[src/rtl/grp_pkg.sv]
// shared types and constants of the guillotine rectangle packer
// no dependencies
package grp_pkg;

    localparam int CW       = 12;
    localparam int IDX_BITS = 8;

    localparam logic [1:0] KIND_PLACED   = 2'd0;
    localparam logic [1:0] KIND_SKIPPED  = 2'd1;
    localparam logic [1:0] KIND_INTERNAL = 2'd2;
    localparam logic [1:0] KIND_EXTERNAL = 2'd3;

    localparam logic [1:0] REG_SHEET_W = 2'd0;
    localparam logic [1:0] REG_SHEET_H = 2'd1;

    typedef struct packed {
        logic [CW-1:0] x;
        logic [CW-1:0] y;
        logic [CW-1:0] w;
        logic [CW-1:0] h;
    } t_rect;

    typedef struct packed {
        logic  v;
        t_rect r;
    } t_slot;

    // best-fit search state handed from cell to cell
    typedef struct packed {
        logic [CW-1:0]       dwmin;
        logic [CW-1:0]       dhmin;
        logic                found;
        logic                done;
        logic [IDX_BITS-1:0] idx;
        t_rect               r;
    } t_probe;

    typedef enum logic [2:0] {
        OP_HOLD,
        OP_PUSH,
        OP_REMOVE,
        OP_POP,
        OP_CLEAR
    } t_cell_op;

    typedef struct packed {
        t_cell_op            op;
        logic [IDX_BITS-1:0] rm_idx;
        logic [CW-1:0]       w;
        logic [CW-1:0]       h;
    } t_cell_ctl;

    typedef enum logic [2:0] {
        S_IDLE,
        S_SCAN,
        S_PLACE,
        S_PUSH1,
        S_PUSH2,
        S_PIECE,
        S_DUMP,
        S_EXT
    } t_state;

endpackage

[src/rtl/grp_cell.sv]
// one cell of the free rectangle chain: holds a rectangle and runs one
// best-fit step on the probe passing by; depends on grp_pkg
module grp_cell #(
    parameter int IDX = 0
) (
    input  logic               i_clk,
    input  logic               i_rst_n,
    input  grp_pkg::t_cell_ctl i_ctl,
    input  grp_pkg::t_slot     i_prev,
    input  grp_pkg::t_slot     i_next,
    input  grp_pkg::t_probe    i_probe,
    output grp_pkg::t_slot     o_slot,
    output grp_pkg::t_probe    o_probe
);
    grp_pkg::t_slot  r_slot, n_slot;
    grp_pkg::t_probe r_probe, n_probe;

    logic                   w_fit;
    logic [grp_pkg::CW-1:0] w_dw, w_dh;
    logic                   w_take;

    function automatic logic IDX_BITS_GE();
        return grp_pkg::IDX_BITS'(IDX) >= i_ctl.rm_idx;
    endfunction

    always_comb begin
        n_slot = r_slot;
        case (i_ctl.op)
            grp_pkg::OP_PUSH:   n_slot = i_prev;
            grp_pkg::OP_POP:    n_slot = i_next;
            grp_pkg::OP_REMOVE: begin
                if (IDX_BITS_GE()) n_slot = i_next;
            end
            grp_pkg::OP_CLEAR:  n_slot.v = 1'b0;
            default:            n_slot = r_slot;
        endcase
    end

    always_comb begin
        w_fit  = r_slot.v && (i_ctl.w <= r_slot.r.w) && (i_ctl.h <= r_slot.r.h);
        w_dw   = r_slot.r.w - i_ctl.w;
        w_dh   = r_slot.r.h - i_ctl.h;
        // one exact side wins unless worse on its free side against a one-sided best
        if (w_dw == '0)
            w_take = (w_dh <= i_probe.dhmin) || (i_probe.dwmin != '0 && i_probe.dhmin != '0);
        else if (w_dh == '0)
            w_take = (w_dw <= i_probe.dwmin) || (i_probe.dwmin != '0 && i_probe.dhmin != '0);
        else
            w_take = (w_dw < i_probe.dwmin) || (w_dh < i_probe.dhmin);
        n_probe = i_probe;
        if (!i_probe.done && w_fit) begin
            if (w_dw == '0 && w_dh == '0) begin
                n_probe.done  = 1'b1;
                n_probe.found = 1'b1;
                n_probe.idx   = grp_pkg::IDX_BITS'(IDX);
                n_probe.r     = r_slot.r;
            end else if (w_take) begin
                n_probe.dwmin = w_dw;
                n_probe.dhmin = w_dh;
                n_probe.found = 1'b1;
                n_probe.idx   = grp_pkg::IDX_BITS'(IDX);
                n_probe.r     = r_slot.r;
            end
        end
    end

    always_ff @(posedge i_clk) begin
        if (!i_rst_n) begin
            r_slot.v <= 1'b0;
        end else begin
            r_slot.v <= n_slot.v;
        end
        r_slot.r <= n_slot.r;
        r_probe  <= n_probe;
    end

    assign o_slot  = r_slot;
    assign o_probe = r_probe;
endmodule

[config.mk]
export PLATFORM = sky130hd
export DESIGN_NAME = grp_cell
export DESIGN_NICKNAME = d
export VERILOG_FILES = /design/src/rtl/grp_pkg.sv /design/src/rtl/grp_cell.sv
export SDC_FILE = /design/constraint.sdc
export NUM_CORES = 1
export LEC_CHECK = 0
export BUFFER_PORTS_ARGS = -buffer_cell sky130_fd_sc_hd__buf_2
export CAP_MARGIN = 20
export CORE_AREA = 2 2 136 138
export CTS_BUF_LIST = sky130_fd_sc_hd__clkbuf_2 sky130_fd_sc_hd__clkbuf_4 sky130_fd_sc_hd__clkbuf_8
export DETAILED_ROUTE_END_ITERATION = 6
export DIE_AREA = 0 0 138 140
export PLACE_DENSITY_LB_ADDON = 0.15
export SYNTH_ARGS = -nofsm -noshare
export SYNTH_HDL_FRONTEND = slang
export SYNTH_SLANG_ARGS = --single-unit
[constraint.sdc]
create_clock -name i_clk -period 7.8 [get_ports i_clk]
set_input_delay 0 -clock i_clk [delete_from_list [all_inputs] [get_ports i_clk]]
set_output_delay 0 -clock i_clk [all_outputs]
set_load 0.03 [all_outputs]
==> out/results.tsv <==
stage	metric	value	unit
route	detailedRoute.firstPassIterationCount	4	
setup_path	max_stage_delay	0.57	ns
cells_and_area	layout-drive-gt1-share	43.1	%
synthesis	postSynth.topFlopCell	sky130_fd_sc_hd__dfxtp_1	
synthesis	synth.avg_cell_area	11.6	sq um
clocking	sink_count_of_the_clock_tree	131	
timing	worst_slew_margin_rel	42.9	%
timing	tightest_slew	0.854	ns
synthesis	adder_and_majority_gate_portion_of_the_synthesized_area	9.22	%
grt	grt_antenna_before_repair	1	
synthesis	synthTopCellsByArea	sky130_fd_sc_hd__dfxtp_1 24%, sky130_fd_sc_hd__edfxtp_1 21%, sky130_fd_sc_hd__mux2_2 11%	
clocking	post_cts.repair.setup_buffers	0	
floorplan	die_width	138	um
hold_path	hold_class	input pin to register	
route	drt_drc_violations_left	0	
clocking	clock_insertion_delay_worst_skew	0.45	ns
cells_and_area	syn2layout_area_growth	60.6	%
clocking	clock-root-buffer	sky130_fd_sc_hd__clkbuf_8	
synthesis	synth_top_family_by_area	multiplexers	
timing	setup_viol	0	
timing	layout_worst_path_cycle_share	67.8	%
synthesis	ys_seq_elements	131	
timing	slew_viol_final	0	
clocking	cts_tree	built	
placed_design	dp_hpwl	16000	um
power	clock_power_share	31.4	%
power	sequentialPowerShare	39.0	%
cells_and_area	finish.net_count	1403	
cells_and_area	mostFrequentLayoutCell	sky130_fd_sc_hd__buf_2	
setup_path	start_kind	register	
route	drt-wirelength-per-cell	16.8	um
route	drt_first_iter_violations	254	
clocking	cts-htree-levels	4	
route	finalWirelength	23200	um
power	p_int	1.36	mW
setup_path	path_max_fanout	32	
timing	grt_setup_unrepaired	no	
outcome	status	complete, no violations	
clocking	numCtsBuffers	17	
synthesis	synth.net_count	867	
placed_design	port_buffers	347	
timing	finalWorstPathRequiredPeriod	5.29	ns
cells_and_area	fill_cells	1472	
power	worst_ir_drop_vdd	0.101	mV
setup_path	timing.critical_path.cells	inv_1, ha_1, inv_1, fa_1, a21o_1, a221oi_2, o21bai_1, xor2_1, ha_1, and3_1, nand4_1, a21oi_1, a2111oi_0, nor2_1, a41oi_1, o21bai_4, buf_4, mux2_4	
floorplan	floorplan.die_area	19300	sq um
clocking	total_of_cells_resized_after_clock_tree_synthesis	0	
clocking	clock_tree.buffer_depth	2	
placed_design	gp_routability_congestion	0.904	
synthesis	synth.cell_area	6950	sq um
floorplan	floorplan.initialDensity	39.1	%
route	viasPerCell	4.82	
timing	clock-skew-final	0.0170	ns
timing	aggregate_negative_setup_slack	0	ns
grt	final_global_route_overflow_total	0	
synthesis	edff_count_synth	48	
setup_path	timing.critical_path.arrival	5.62	ns
synthesis	synth_mux_area_share	21.1	%
setup_path	end_kind	register	
power	switching_power	0.632	mW
power	power.combinational.fraction	29.6	%
job	max_cap_violations	0	
placed_design	post-place-cells	1164	
grt	grt_max_degree	51	
clocking	cts.reportedPaths.clkPinSlew	0.08	ns
floorplan	coreArea	17800	sq um
setup_path	crit_path_required_time	8.13	ns
floorplan	die-height	140	um
synthesis	syn-instance-count	600	
cells_and_area	fin_cells	1379	
synthesis	netlist-cell-type-count	63	
timing	fmaxAchievable	189	MHz
synthesis	synth-warning-count	0	
floorplan	fp-row-count	49	
setup_path	criticalPathCategory	register to register	
setup_path	crit_path_max_delay_cell_type	sky130_fd_sc_hd__a2111oi_0	
floorplan	boundaryPins	348	
power	p_leak	5.40	nW
synthesis	synth-xor-area-share	1.77	%
route	vias_post_dr	6648	
synthesis	ys_async_sr_fraction	0	%
synthesis	yosys.area.top_type_share	23.9	%
timing	whs	0.0359	ns
setup_path	worst_path_dominant_cell_family	compound AO/OA/AOI/OAI gates	
grt	grt_pass1_vias	7177	
synthesis	synth_largest_area_cell	sky130_fd_sc_hd__dfxtp_1	
grt	grt.total_usage	23.7	%
synthesis	sequential_element_share_of_the_synthesized_area	44.7	%
synthesis	post_synth_and_or_nand_nor_area_fraction	9.22	%
timing	timing_hold_violations_final	0	
route	postRouteAntennaNets	0	
synthesis	synth_compound_gate_area_share	9.44	%
grt	grt_first_pass_wirelength	36500	um
cells_and_area	top_library_cells_by_usage_in_the_layout_fill_and_taps_aside	347 x sky130_fd_sc_hd__buf_2, 182 x sky130_fd_sc_hd__dlygate4sd3_1, 83 x sky130_fd_sc_hd__dfxtp_1, 69 x sky130_fd_sc_hd__mux2_2, 59 x sky130_fd_sc_hd__inv_1	
cells_and_area	finalCoreUtilization	62.7	%
setup_path	worst-path-buf-inv	3	
power	power_density	178	nW/um^2
power	switching_share	31.8	%
-- cell families after synthesis --
kind of cell               after synthesis
AOI/OAI and AO/OA                       96
xor gates and xnor gates                14
adders and majority gates               50
buffers and inverters                   75
DFF                                    131
and+or+nand+nor                        113
muxes                                  121
-- worst reg2reg max path: cells and delay by family (launching register included) --
| family | cells | cell delay [ns] |
|---|---|---|
| compound gates | 7 | 2.15 |
| mux | 1 | 0.39 |
| flops | 1 | 0.40 |
| xor+xnor | 1 | 0.34 |
| buf+inv | 3 | 0.58 |
| simple gates | 3 | 0.43 |
| fa+ha+maj | 3 | 0.90 |
-- registers in the layout (all words and copies together) (netlist names) --
name     count
o_probe     82
o_slot      49
-- cells in the mapped netlist (2+ instances only) --
master / n
sky130_fd_sc_hd__buf_2: 5
sky130_fd_sc_hd__nor3_1: 8
sky130_fd_sc_hd__nor2b_1: 10
sky130_fd_sc_hd__and2_1: 8
sky130_fd_sc_hd__a41oi_1: 2
sky130_fd_sc_hd__xor2_1: 5
sky130_fd_sc_hd__a211oi_1: 5
sky130_fd_sc_hd__and3_1: 3
sky130_fd_sc_hd__edfxtp_1: 48
sky130_fd_sc_hd__or3_1: 2
sky130_fd_sc_hd__mux2_2: 69
sky130_fd_sc_hd__o21a_1: 7
sky130_fd_sc_hd__a211o_1: 2
sky130_fd_sc_hd__mux2_4: 30
sky130_fd_sc_hd__nand2b_1: 7
sky130_fd_sc_hd__nand3_1: 7
sky130_fd_sc_hd__a21o_1: 9
sky130_fd_sc_hd__nor2_1: 24
sky130_fd_sc_hd__buf_6: 4
sky130_fd_sc_hd__nor4_1: 9
sky130_fd_sc_hd__and4_1: 2
sky130_fd_sc_hd__nand2_1: 13
sky130_fd_sc_hd__o31ai_1: 2
sky130_fd_sc_hd__nand4_1: 8
sky130_fd_sc_hd__or2_2: 3
sky130_fd_sc_hd__o311a_1: 2
sky130_fd_sc_hd__a2111oi_0: 2
sky130_fd_sc_hd__nand3b_1: 2
sky130_fd_sc_hd__xnor2_1: 9
sky130_fd_sc_hd__mux2i_1: 8
sky130_fd_sc_hd__inv_1: 59
sky130_fd_sc_hd__clkbuf_1: 6
sky130_fd_sc_hd__o22ai_1: 2
sky130_fd_sc_hd__o21ai_0: 15
sky130_fd_sc_hd__a21oi_1: 26
sky130_fd_sc_hd__a22o_1: 2
sky130_fd_sc_hd__fa_1: 2
sky130_fd_sc_hd__mux2_1: 14
sky130_fd_sc_hd__o31a_1: 3
sky130_fd_sc_hd__ha_1: 48
sky130_fd_sc_hd__o21ai_1: 4
sky130_fd_sc_hd__dfxtp_1: 83
-- path summary, 6_finish.rpt --
kind / startpoint / endpoint / slack (ns) / cells after the start
hold reg to reg: o_slot[47] / o_probe[47] / 0.48 / 1
hold / removal: i_ctl[0] / o_probe[58] / 0.04 / 3
setup reg to reg: o_slot[0] / o_probe[44] / 2.51 / 18
setup / recovery: o_slot[0] / o_probe[44] / 2.51 / 18
-- stage by stage --
stage / power [mW] / worst slack, ns / instance area [sq um]
final: 1.99 / 2.51 / 11200
after global routing: 2.09 / 2.03 / 11200
after CTS: 2.00 / 2.48 / 11200
after detailed placement: 1.29 / 2.51 / 8910
after global placement: 1.29 / 2.60 / 8910
after floorplan: 1.12 / 3.22 / 6950
-- power by group through the flow --
stage	logic [mW]	registers (mW)	clock network, mW
final	0.588	0.776	0.625
after global routing	0.639	0.781	0.673
after CTS	0.582	0.776	0.642
after detailed placement	0.499	0.791	0
after global placement	0.498	0.790	0
after floorplan	0.245	0.878	0
-- metal layers --
metal	vias up	wire (um)	track usage, %
li1	3266	-	-
met1	3081	9170	26.2
met4	0	739	9.61
met5	-	0	0
met2	259	11900	43.3
met3	42	1430	6.09
-- final cells by class --
class / instances / area (sq um) / area share (%)
tap: 229 / 287 / 2.57
clock buffer: 18 / 241 / 2.16
clock inverter: 14 / 176 / 1.58
multi-input combinational: 394 / 3530 / 31.7
antenna: 1 / 2.50 / 0.0224
inverter: 59 / 221 / 1.99
sequential: 131 / 3100 / 27.8
timing repair buffer: 533 / 3590 / 32.2
-- timing repair --
item / 4_1_cts / 5_1_grt
hold buffers: 182 / 0
hold endpoints to repair: 131 / 0
endpoints found under the setup margin: 0 / 0
Power figures use the tool's default switching activity.
